==> src/rtl/sbdb_pkg.sv <==
// Shared types and constants for the spectrum bin level, smoothing and peak hold block.
// Used by every module of the block; depends on nothing else.
package sbdb_pkg;

    // Display bins and widths.
    localparam int NUM_BINS  = 1024;
    localparam int BIN_W     = 10;

    // Level floor (-100 dB) and 1280*log10(2) in Q16.
    localparam logic signed [15:0] FLOOR_DB = -16'sd12800;
    localparam logic signed [25:0] LOG_K    = 26'sd25252226;

    // Queues and the log2 squaring pipeline.
    localparam int MID_DEPTH = 32;
    localparam int MID_AW    = 5;
    localparam int OUT_DEPTH = 4;
    localparam int OUT_AW    = 2;
    localparam int SQ_STEPS  = 16;

    // Register indexes on the configuration port.
    localparam logic [2:0] REG_SMOOTH_COEFF = 3'd0;
    localparam logic [2:0] REG_SLOPE        = 3'd1;
    localparam logic [2:0] REG_PEAK_EN      = 3'd2;
    localparam logic [2:0] REG_HOLD_FRAMES  = 3'd3;
    localparam logic [2:0] REG_DECAY_STEP   = 3'd4;
    localparam logic [2:0] REG_FFT_ORDER    = 3'd5;
    localparam logic [2:0] REG_FIRST_OCT    = 3'd6;
    localparam logic [2:0] REG_OCT_STEP     = 3'd7;

    typedef struct packed {
        logic signed [31:0] re_part;
        logic signed [31:0] im_part;
        logic               frame_end;
    } t_in_item;

    typedef struct packed {
        logic [BIN_W-1:0]   bin_index;
        logic signed [15:0] display_db;
        logic signed [15:0] peak_db;
        logic               frame_done;
    } t_result;

    typedef struct packed {
        logic [15:0]        smooth_coeff;
        logic signed [10:0] slope_per_octave;
        logic               peak_hold_enable;
        logic [8:0]         hold_frames;
        logic [8:0]         decay_step;
        logic [3:0]         fft_order;
        logic signed [20:0] first_octave;
        logic [16:0]        octave_step;
    } t_cfg;

    // Item handed from the front part to the back part.
    typedef struct packed {
        logic [BIN_W-1:0]   bin;
        logic               last;
        logic signed [15:0] level;
        logic signed [33:0] premult;
    } t_mid;

endpackage

==> src/rtl/sbdb_queue.sv <==
// Short queue between the front and back parts.
// Uses t_mid and the depth constants from sbdb_pkg.
module sbdb_queue import sbdb_pkg::*; (
    input  logic i_clk,
    input  logic i_rst_n,
    input  logic i_push,
    input  t_mid i_data,
    input  logic i_pop,
    output t_mid o_head,
    output logic o_empty
);

    t_mid              r_mem [MID_DEPTH];
    logic [MID_AW-1:0] r_wp, r_rp;
    logic [MID_AW:0]   r_cnt;

    assign o_head  = r_mem[r_rp];
    assign o_empty = (r_cnt == '0);

    // Storage.
    always_ff @(posedge i_clk) begin
        if (i_push) r_mem[r_wp] <= i_data;
    end

    // Pointers and fill level.
    always_ff @(posedge i_clk) begin
        if (!i_rst_n) begin
            r_wp  <= '0;
            r_rp  <= '0;
            r_cnt <= '0;
        end else begin
            if (i_push) r_wp <= r_wp + 1'b1;
            if (i_pop)  r_rp <= r_rp + 1'b1;
            r_cnt <= r_cnt + (MID_AW+1)'(i_push) - (MID_AW+1)'(i_pop);
        end
    end

endmodule

==> config.mk <==
export PLATFORM = sky130hd
export DESIGN_NAME = sbdb_queue
export DESIGN_NICKNAME = d
export VERILOG_FILES = /design/src/rtl/sbdb_pkg.sv /design/src/rtl/sbdb_queue.sv
export SDC_FILE = /design/constraint.sdc
export NUM_CORES = 2
export LEC_CHECK = 0
export BUFFER_PORTS_ARGS = -buffer_cell sky130_fd_sc_hd__buf_4
export CAP_MARGIN = 20
export CORE_MARGIN = 1.5
export CORE_UTILIZATION = 59
export CTS_CLUSTER_DIAMETER = 200
export CTS_CLUSTER_SIZE = 20
export DETAILED_ROUTE_END_ITERATION = 10
export GPL_TIMING_DRIVEN = 0
export PLACE_DENSITY = 0.73
export SLEW_MARGIN = 20
export SYNTH_ARGS = -nofsm -noshare
export SYNTH_HDL_FRONTEND = slang
export SYNTH_SLANG_ARGS = --single-unit
==> constraint.sdc <==
create_clock -name i_clk -period 5.4 [get_ports i_clk]
set_input_delay 0 -clock i_clk [delete_from_list [all_inputs] [get_ports i_clk]]
set_output_delay 0 -clock i_clk [all_outputs]
set_load 0.01 [all_outputs]
-- Yosys cells after proc, flatten, opt, wreduce, memory -nomap -nowiden
Memory sizes are Yosys's and may differ from the RTL's. A register that Yosys moved wholly into a read port is not among the register bits.
Cells that the tools add are included.
- add/sub/neg operators: 4
- muxes and demuxes: 4
- reductions and logical operators: 1
- operator list (operator ; count):
    $add A5 B1 Y5 const B ; 2
    $mux W5 ; 2
    $add A6 B1 Y6 ; 1
    $logic_not A6 Y1 ; 1
    $sub A6 B1 Y6 ; 1
    $mux W1 ; 2
- flip-flop bits (word level): 16
- RAM bits: 1952
- input bits: 65
- memories: 1
- memory list (memory ; words ; width ; read ports ; clocked after Yosys merged registers in ; wr ports ; line ; RTL):
    r_mem ; 32 ; 61 ; 1 ; 1 ; 1 ; sbdb_queue.sv:13 ; t_mid r_mem [MID_DEPTH];

-- Depth between registers and ports, before layout
- word-level depth: 3
- depth in mapped cells: 10

-- Worst setup path before layout
Ideal clock, no wire load.
- path type: register -> register
- start point: reg r_wp[2]
- end point: mem r_mem[4][0] (netlist name), enable pin
- data arrival time: 3611 ps
- slack: 1309 ps
- cell stages (with the launch flop): 4
- path buffers: 1
- cells stage by stage: dfxtp_1 > clkbuf_1 > or3b_2 > nor2_1
- RTL lines (item ; line ; RTL):
    start, declared ; sbdb_queue.sv:14 ; logic [MID_AW-1:0] r_wp, r_rp;
    start signal, assigned ; sbdb_queue.sv:32 ; if (i_push) r_wp <= r_wp + 1'b1;
    end, declared ; sbdb_queue.sv:13 ;
No word-level cell before the write port.

==> results by group <==
Synthesis
  – Cell variety after synth: 43
  – Async S/R FF share, synth: 0%
  – Post-Syn Nets: ~3.8k
  – Post-synth top area share: just under 80%
  – Flops & latches, synth: ~2.0k
  – Post-synth top flop: edfxtp_1
  – Cell Area, Synth: about 76000 µm²
  – Mapped Cells: 3728
  – Cell taking the most area after synthesis: edfxtp_1
  – Sequential share of the synthesized area: 78.06%
  – Post-synth EDFFs: 1952
  – Syn avg cell area: around 20 µm²
  – YS warnings: 0
  – Cells taking the most area after synthesis: edfxtp_1 78%, mux4_2 7.3%, mux2_2 5.4%, a22o_1 1.4%, a211oi_1 1.2%

GRT
  – GRT Overall Usage: roughly 28%
  – First-pass GRT wire length: between 200 and 300 mm
  – GRT Residual Overflow: 0
  – Largest net degree at the start of global routing: 33
  – Number of global-route vias before repair: slightly below 40k
  – Antenna violations before repair: 5

Route
  – Final wirelength: 178.6 mm
  – Drt drc: 0
  – Via count: 38.34k
  – Routed Antenna Nets: 0
  – Drt wl/cell: 30.52 µm
  – Pre-Repair DR Iteration Count: 7
  – Detailed-route vias per instance: ~6.6
  – Initial DRC count: around 4.3k

STA
  – Worst Setup Slack, final: around 1.1 ns
  – RSZ-0062 raised after global routing: false
  – Slew @ Worst Pin: ~1.1 ns
  – Fmax: approximately 0.23 GHz
  – Hold_ws: between 0.1 and 0.15 ns
  – Final hold vios: 0
  – Final period utilization: between 80% and 90%
  – Endpoints failing setup: 0
  – Post-route minimum period: about 4.3 ns
  – Fin Setup TNS: 0 ns
  – Clock Skew: roughly 0.022 ns
  – Max-slew violations: 0
  – Worst relative slew slack: a little over a quarter

Clock tree
  – CTS tree: done
  – CTS Buffer Depth: 3
  – CTS Sinks: 1973
  – Root Buffer: clkbuf_16
  – H-tree Lvls: 3
  – Worst-path clk slew: around 0.080 ns
  – Cts bufs inserted: approximately 110
  – Clk_lat worst skew: about 0.74 ns

Floorplanning
  – Die area: approximately 130000 µm²
  – Top-Level Pins: about 130
  – Core area: between 100000 and 150000 µm²
  – Initial core utilization: slightly below 60%
  – Die width: roughly 360 µm
  – Die Ht: 361.0 µm
  – Cell row count: approximately 130

Worst setup path
  – Crit start category: register
  – Max incr delay on CP: about 0.8 ns
  – Crit path required time: roughly 5.4 ns
  – Worst Path Class, Setup: register to output port
  – Max FO, Critical Path: 10
  – Critical path capture point type: output port
  – Crit path arrival time: about 4.4 ns
  – Worst-path cell chain: buf_2 > clkbuf_2 > buf_1 > clkbuf_1 > a211oi_1 > nor3_1 > or4_1 > buf_4
  – Slowest stage cell, crit path: buf_1

Run
  – MaxCap Viol Count: 0

Finish
  – Post-layout util: between 60% and 70%
  – Fin cells: ~5.9k
  – Most frequent cells in the layout: 1952 x edfxtp_1, 366 x mux2_2, 244 x mux4_2
  – FF/Latch Area: 59040 µm²
  – Commonest non-fill, non-tap cell in the layout: edfxtp_1
  – Nets: approximately 4.2k
  – Post-route cell area: 84910 µm²
  – Multi-input combinational cell area: 15790 µm²
  – Fillers: a little over 8k
  – Synth-to-layout area growth: 12.28%
  – Share of post-route cells with drive strength above 1: about a quarter

Place
  – Placed Cells: approximately 5.6k
  – Place WS: 1.796 ns
  – Dpl hpwl: ~120 mm
  – Placed cell area: slightly above 80000 µm²
  – Port bufs: between 100 and 150
  – Gpl congestion: about 0.78

Pwr
  – Overall power: 27.11 mW
  – Power Density: roughly 320 nW/µm²
  – P_leak: ~26 nW
  – VDD IR max: 0.0002538 V

Outcome
  – Outcome: finished clean

Min path
  – Worst hold-check path type: input pin to register
-- logic make-up (layout without fill, tap and decap cells) --
logic type	count (synthesis)	count (layout)	share of synthesized area, %
xor+xnor	9	9	0.1042
other cells	0	1	0
fa+ha+maj	14	14	0.2416
flops	1973	1973	78.06
mux	612	612	12.74
buf+inv	233	694	1.388
simple gates	389	389	2.928
compound gates	498	498	4.530
-- flip-flops by register name, summed over array words and instances (netlist names), named ones only --
name	flops
r_cnt	6
r_mem	1952
r_rp	5
r_wp	5
-- metal layers --
layer  vias up  global-route usage (%)  share of wire (%)
met1     20110                   38.53                 40
met5         -                       0                  0
met4         0                   8.621                3.2
li1      16150                       -                  -
met3       298                   4.307                7.6
met2      1775                   45.15                 49
-- area by class of cell --
class / instances / area share (%)
Antenna cell: 1 / 0.002947
Buffer: 220 / 1.189
Clock buffer: 154 / 3.411
Clock inverter: 6 / 0.07957
Inverter: 13 / 0.05747
Multi-Input combinational cell: 1522 / 18.60
Sequential cell: 1973 / 69.53
Tap cell: 1662 / 2.449
Timing Repair Buffer: 301 / 4.689
-- worst paths after layout --
path / slack [ns] / to / depth (start not counted) / from
max: 1.05 / o_head[4] / 8 / register
min: 0.13 / r_wp[4] / 3 / i_rst_n
max reg2reg: 2.70 / r_mem[27][44] / 6 / r_wp[0]
min reg2reg: 0.58 / r_rp[4] / 2 / r_rp[4]
-- power by group --
group          total [mW]  leakage [nW]  switching [mW]  internal (mW)
sequential           16.9          17.8          0.0316           16.9
clock                8.33          1.43            4.61           3.72
combinational        1.84          6.69            1.09          0.745
-- synthesized netlist by cell type, types with 3 or more instances --
cell,n
buf_4,9
a211oi_1,122
dfxtp_1,21
buf_1,31
o21ai_0,123
edfxtp_1,1952
a22o_1,122
buf_6,15
o22ai_1,122
clkbuf_1,150
ha_1,13
xnor2_1,3
mux2_2,366
buf_2,14
nand2_1,10
mux4_2,244
nor3_1,125
or4_1,61
o21a_1,3
xor2_1,6
inv_1,13
nand4_1,4
nand2b_1,4
nor2b_1,123
nor2_1,49
-- critical path, delay by kind of cell (launching register included) --
| kind | cells | cell delay (ns) |
|---|---|---|
| and+or+nand+nor | 2 | 0.87 |
| DFF | 1 | 0.31 |
| AOI/OAI and AO/OA | 1 | 0.16 |
| buffers and inverters | 5 | 2.26 |
-- what timing repair did --
item	4_1_cts	5_1_grt
buffers inserted	0	0
hold buffers	65	0
gates resized for setup	0	0
endpoints found under the hold margin	1972	0
No activity file was read; power rests on OpenSTA's default activity.
