File: config.mk
export PLATFORM = sky130hd
export DESIGN_NAME = sbdb_regs
export DESIGN_NICKNAME = d
export VERILOG_FILES = /design/src/rtl/sbdb_pkg.sv /design/src/rtl/sbdb_regs.sv
export SDC_FILE = /design/constraint.sdc
export NUM_CORES = 1
export LEC_CHECK = 0
export ABC_AREA = 1
export BUFFER_PORTS_ARGS = -buffer_cell sky130_fd_sc_hd__buf_2
export CAP_MARGIN = 20
export CORE_MARGIN = 2
export CORE_UTILIZATION = 33
export CTS_BUF_LIST = sky130_fd_sc_hd__clkbuf_4
export DETAILED_ROUTE_END_ITERATION = 7
export PLACE_DENSITY = 0.6
export SLEW_MARGIN = 20
export SYNTH_ARGS = -nofsm -noshare
export SYNTH_HDL_FRONTEND = slang
export SYNTH_SLANG_ARGS = --single-unit
export TNS_END_PERCENT = 100
File: constraint.sdc
create_clock -name i_clk -period 2.1 [get_ports i_clk]
set_clock_uncertainty 0.15 [all_clocks]
set_input_delay 0.21 -clock i_clk [delete_from_list [all_inputs] [get_ports i_clk]]
set_output_delay 0.21 -clock i_clk [all_outputs]
set_load 0.03 [all_outputs]
File: src/rtl/sbdb_pkg.sv
// Shared types and constants for the spectrum bin level, smoothing and peak hold block.
// Used by every module of the block; depends on nothing else.
package sbdb_pkg;

    // Display bins and widths.
    localparam int NUM_BINS  = 1024;
    localparam int BIN_W     = 10;

    // Level floor (-100 dB) and 1280*log10(2) in Q16.
    localparam logic signed [15:0] FLOOR_DB = -16'sd12800;
    localparam logic signed [25:0] LOG_K    = 26'sd25252226;

    // Queues and the log2 squaring pipeline.
    localparam int MID_DEPTH = 32;
    localparam int MID_AW    = 5;
    localparam int OUT_DEPTH = 4;
    localparam int OUT_AW    = 2;
    localparam int SQ_STEPS  = 16;

    // Register indexes on the configuration port.
    localparam logic [2:0] REG_SMOOTH_COEFF = 3'd0;
    localparam logic [2:0] REG_SLOPE        = 3'd1;
    localparam logic [2:0] REG_PEAK_EN      = 3'd2;
    localparam logic [2:0] REG_HOLD_FRAMES  = 3'd3;
    localparam logic [2:0] REG_DECAY_STEP   = 3'd4;
    localparam logic [2:0] REG_FFT_ORDER    = 3'd5;
    localparam logic [2:0] REG_FIRST_OCT    = 3'd6;
    localparam logic [2:0] REG_OCT_STEP     = 3'd7;

    typedef struct packed {
        logic signed [31:0] re_part;
        logic signed [31:0] im_part;
        logic               frame_end;
    } t_in_item;

    typedef struct packed {
        logic [BIN_W-1:0]   bin_index;
        logic signed [15:0] display_db;
        logic signed [15:0] peak_db;
        logic               frame_done;
    } t_result;

    typedef struct packed {
        logic [15:0]        smooth_coeff;
        logic signed [10:0] slope_per_octave;
        logic               peak_hold_enable;
        logic [8:0]         hold_frames;
        logic [8:0]         decay_step;
        logic [3:0]         fft_order;
        logic signed [20:0] first_octave;
        logic [16:0]        octave_step;
    } t_cfg;

    // Item handed from the front part to the back part.
    typedef struct packed {
        logic [BIN_W-1:0]   bin;
        logic               last;
        logic signed [15:0] level;
        logic signed [33:0] premult;
    } t_mid;

endpackage

File: src/rtl/sbdb_regs.sv
// Configuration registers behind the APB-style port.
// Depends on sbdb_pkg for the register indexes and the t_cfg struct.
module sbdb_regs import sbdb_pkg::*; (
    input  logic        i_clk,
    input  logic        i_rst_n,
    input  logic        psel,
    input  logic        penable,
    input  logic        pwrite,
    input  logic [4:0]  paddr,
    input  logic [31:0] pwdata,
    output logic [31:0] prdata,
    output logic        pready,
    output t_cfg        o_cfg,
    output logic        o_peak_clr
);

    t_cfg       r_cfg;
    logic       w_wr;
    logic [2:0] w_idx;

    assign pready = 1'b1;
    assign w_idx  = paddr[4:2];
    assign w_wr   = psel && penable && pwrite;

    // A write of zero to the enable register starts a peak clearing pass.
    assign o_peak_clr = w_wr && (w_idx == REG_PEAK_EN) && !pwdata[0];
    assign o_cfg      = r_cfg;

    // Register writes.
    always_ff @(posedge i_clk) begin
        if (!i_rst_n) begin
            r_cfg.smooth_coeff     <= '0;
            r_cfg.slope_per_octave <= '0;
            r_cfg.peak_hold_enable <= 1'b0;
            r_cfg.hold_frames      <= 9'd60;
            r_cfg.decay_step       <= 9'd64;
            r_cfg.fft_order        <= 4'd12;
            r_cfg.first_octave     <= '0;
            r_cfg.octave_step      <= '0;
        end else if (w_wr) begin
            unique case (w_idx)
                REG_SMOOTH_COEFF: r_cfg.smooth_coeff     <= pwdata[15:0];
                REG_SLOPE:        r_cfg.slope_per_octave <= pwdata[10:0];
                REG_PEAK_EN:      r_cfg.peak_hold_enable <= pwdata[0];
                REG_HOLD_FRAMES:  r_cfg.hold_frames      <= pwdata[8:0];
                REG_DECAY_STEP:   r_cfg.decay_step       <= pwdata[8:0];
                REG_FFT_ORDER:    r_cfg.fft_order        <= pwdata[3:0];
                REG_FIRST_OCT:    r_cfg.first_octave     <= pwdata[20:0];
                REG_OCT_STEP:     r_cfg.octave_step      <= pwdata[16:0];
                default:          r_cfg.smooth_coeff     <= r_cfg.smooth_coeff;
            endcase
        end
    end

    // Read-back; signed registers are sign extended.
    always_comb begin
        unique case (w_idx)
            REG_SMOOTH_COEFF: prdata = {16'b0, r_cfg.smooth_coeff};
            REG_SLOPE:        prdata = 32'(r_cfg.slope_per_octave);
            REG_PEAK_EN:      prdata = {31'b0, r_cfg.peak_hold_enable};
            REG_HOLD_FRAMES:  prdata = {23'b0, r_cfg.hold_frames};
            REG_DECAY_STEP:   prdata = {23'b0, r_cfg.decay_step};
            REG_FFT_ORDER:    prdata = {28'b0, r_cfg.fft_order};
            REG_FIRST_OCT:    prdata = 32'(r_cfg.first_octave);
            REG_OCT_STEP:     prdata = {15'b0, r_cfg.octave_step};
            default:          prdata = '0;
        endcase
    end

endmodule

# Word-level counts from Yosys, hierarchy flattened
# Index checks and enable logic that the tools add are counted.
# W data, S select, Z words.
totals:
  reg_bits: 88
  inputBits: 42
op_classes:
  eq_ne: 7
  muxes: 1
  reduce_logical: 14
ops:
  columns: ["op", "n"]
  rows:
  - ["$pmux W32 S8", 1]
  - ["$reduce_and A2 Y1", 8]
  - ["$eq A3 B3 Y1 const B", 4]
  - ["$eq A3 B2 Y1 const B", 2]
  - ["$logic_and A1 B1 Y1", 4]
  - ["$eq A3 B1 Y1 const B", 1]
  - ["$logic_not A3 Y1", 1]
  - ["$logic_not A1 Y1", 1]

# Logic depth before layout (Yosys ltp)
depth:
  depth_word: 4
  ltp_mapped: 8

# Least setup slack after synthesis
# OpenSTA, ideal clock, no wires.
synth_timing:
  kind: "input port to output port"
  from: "input paddr[3]"
  to: "output prdata[21]"
  arrival_time_ns: 1.671
  slack_ns: 0.069
  stages: 8
  n_path_buf: 3
  cell_sequence: "buf_4 inv_1 nand3_2 inv_2 nand2_1 buf_2 nand2_1 buf_4"
synth_between:
  elab_chain_cells: 2
synth_rtl:
  columns: ["element", "line_no", "source"]
  rows:
  - ["start: declaration", "sbdb_regs.sv:9", "input logic [4:0] paddr,"]
  - ["$eq A3 B3 Y1, or another cell as far along", "sbdb_regs.sv:57", "unique case (w_idx)"]
  - ["$pmux W32 S8 (*)", "sbdb_regs.sv:57", null]
  - ["end: declaration", "sbdb_regs.sv:11", "output logic [31:0] prdata,"]
# Mark *: on every way between the ends. The rest lies on a longest branch, timed or not.

# Worst setup path after layout
layout_timing:
  from: "register r_cfg (netlist bit o_cfg[71])"
  to: "output prdata[27]"
layout_between:
  elab_chain_cells: 1
layout_rtl:
  columns: ["element", "line_no", "source"]
  rows:
  - ["start: declaration", "sbdb_regs.sv:17", "t_cfg r_cfg;"]
  - ["$pmux W32 S8", "sbdb_regs.sv:57", null]
# Every way passes these cells.

==> results.toml <==
[run_status]
run_status = "finished clean"

[routing]
ant_nets = 0
wl_um = 14480
viasPerCell = 5.115
drt-wirelength-per-cell_um = 16.47
vias = 4496
drc = 0
first_pass_iters = 5
drt_iter0_markers = 277

[clocking]
cts_buffer_depth = 2
cts_made_buffers = 9
cts_num_sinks = 88
htreeDepth = 3
cts_setup_buffers = 0
insertion_delay_ps = 430
path_clk_slew_ps = 150
tritoncts = "yes"
hold_buffers = 21
postCtsResizedCells = 0
root_buffer = "clkbuf_4"

[timing]
maxSlewViolCount = 0
period_needed_ps = 1899
layout_worst_path_cycle_share = 0.9044
setup_tns_ps = 0
rsz0062_at_grt = "false"
finalHoldViolations = 0
max_freq_mhz = 526.6
finalSetupViolCount = 0

[global_route]
grt_pass1_wl_um = 21890
grt_max_degree = 89
grt_pass1_vias = 4092
grt_use_total = 0.2131
gr-total-overflow = 0
grt_antenna_before_repair = 1

[setup_path]
crit_buf_inv = 1
end_kind = "output pin"
slowest_delay_ps = 370
cp_cell_sequence = "nand2_1 > nand2_1 > buf_2"
arrival_ps = 1540
required_ps = 1740
worstSetupPathType = "register to output pin"
path_max_fanout = 12
cp_top_family = "simple AND/OR/NAND/NOR gates"
crit_top_cell = "nand2_1"
cp-start-kind = "register"
cpMaxStageDelayCell = "dfxtp_1"

[placement]
hpwl_um = 9892
placed_area_sq_um = 4868
port_buffers = 149
routabilityCongestion = 0.8690

[cells_and_area]
design_area_sq_um = 5223
syn_to_final_growth_pct = 28.87
nFillCells = 1252
largest_reg_flops = 88
layout.area.seq_sq_um = 1762
drive_above_1_share = 0.2722
nNetsFinal = 768
multi_input_area_sq_um = 1906

[power_and_ir_drop]
p_leak_uw = 0.002631
p_int_uw = 2195
power_density_nw_per_um2 = 592.4
p_clk_frac = 0.325
combPwrFrac = 0.123
p_sw_frac = 0.2906
ir_drop_uv = 221.8
power_frac_seq = 0.552
switching_power_uw = 899.1

[synth]
ys_seq_area_frac = 0.4347
synthTopCellsByArea = "dfxtp_1 43%, nor2_1 13%, o21ai_0 8.5%"
synth.ff_latch_count = 88
synth_fp_nets = 619
yosysTopAreaCellShare = 0.4347
synthCells = 577
yosysUniqueCellTypes = 25
synth_top_area_cell = "dfxtp_1"
netlist_area_sq_um = 4053
avgSynthCellArea_sq_um = 7.024
ys.warnings.count = 0

[floorplan]
start_util = 0.3374
io_pins = 164
die_area_sq_um = 13180
die_w_um = 114.8
design.core.area_sq_um = 12010
placement_rows = 40
fp.dieH_um = 114.8

[worst_hold_path]
worstHoldPathType = "primary input to register"

[job]
maxCapViolCount = 0
## path summary, 6_finish.rpt
| path | startpoint | to | slack (ps) | cells past startpoint |
|---|---|---|---|---|
| setup / recovery | o_cfg[71] | prdata[27] | 200 | 3 |
| hold / removal | paddr[3] | o_cfg[60] | 110 | 6 |
| setup reg to reg | o_cfg[22] | o_cfg[22] | 1250 | 2 |
| hold reg to reg | o_cfg[48] | o_cfg[48] | 360 | 2 |
## per-layer routing
metal	part of all wire	track usage	up-vias
met1	0.44	0.2791	2100
met5	0	0	-
met3	0.072	0.04902	30
met2	0.47	0.3412	178
li1	-	-	2188
met4	0.025	0.08514	0
## stage by stage
stage,setup slack (ps),hold slack (ps),cells,power (uW),util
floorplan,68.90,186.2,577,1949,-
global placement,247.6,296.1,841,2087,0.4053
detailed placement,203.1,306.9,841,2092,0.4053
CTS,167.7,57.49,878,3123,0.4346
global route,40.03,94.68,879,3218,0.4348
finish,200.9,107.8,879,3094,0.4348
## worst min-delay path, delay by kind of cell
family	cells	cell delay, ps
AND/OR/NAND/NOR	4	270
buffers and inverters	2	200
## kinds of logic (layout without fill, tap and decap cells)
family / after synthesis / after routing / share of synthesized area
AND/OR/NAND/NOR: 319 / 319 / 0.3507
AO/OA/AOI/OAI: 93 / 93 / 0.1173
flip-flops: 88 / 88 / 0.4347
buffers and inverters: 76 / 230 / 0.09632
other: 1 / 2 / 0.0009253
## cells in the final DEF (no fill, tap or decap), types with 8 or more instances in the layout
cell type	count
clkbuf_4	10
nor2_1	139
nand3_1	20
nand2_1	76
nor3_1	48
buf_2	149
a21oi_1	8
o21ai_1	12
nand4_1	23
o21ai_0	69
dfxtp_1	88
inv_1	23
buf_4	14
dlygate4sd3_1	21
## layout make-up
class / instances / area share
timing repair buffer: 187 / 0.2147
clock inverter: 6 / 0.01270
multi-input combinational: 413 / 0.3649
antenna: 1 / 0.0004792
inverter: 27 / 0.02036
clock buffer: 10 / 0.01437
tap: 147 / 0.03522
sequential: 88 / 0.3373
## power groups by stage
stage / combinational, uW / clock (uW) / sequential (uW)
2_1_floorplan: 164 / 0 / 1780
3_3_place_gp: 343 / 0 / 1740
3_5_place_dp: 347 / 0 / 1740
4_1_cts: 378 / 1040 / 1710
5_1_grt: 406 / 1100 / 1710
6_report: 381 / 1000 / 1710
## synthesized netlist by cell type
master	count
nor2_1	139
conb_1	1
nor3_1	48
nand2_2	1
nand3_1	21
buf_4	17
clkbuf_1	16
o211ai_1	4
nand2_4	2
inv_1	23
inv_2	3
o21ai_1	12
clkinv_4	1
dfxtp_1	88
buf_1	2
buf_6	3
nand4_1	23
o21ai_0	69
buf_2	11
nor2_2	2
nor2_4	5
nand3_2	1
nand3_4	1
a21oi_1	8
nand2_1	76
Note: power is estimated with default switching activity, not from simulation.
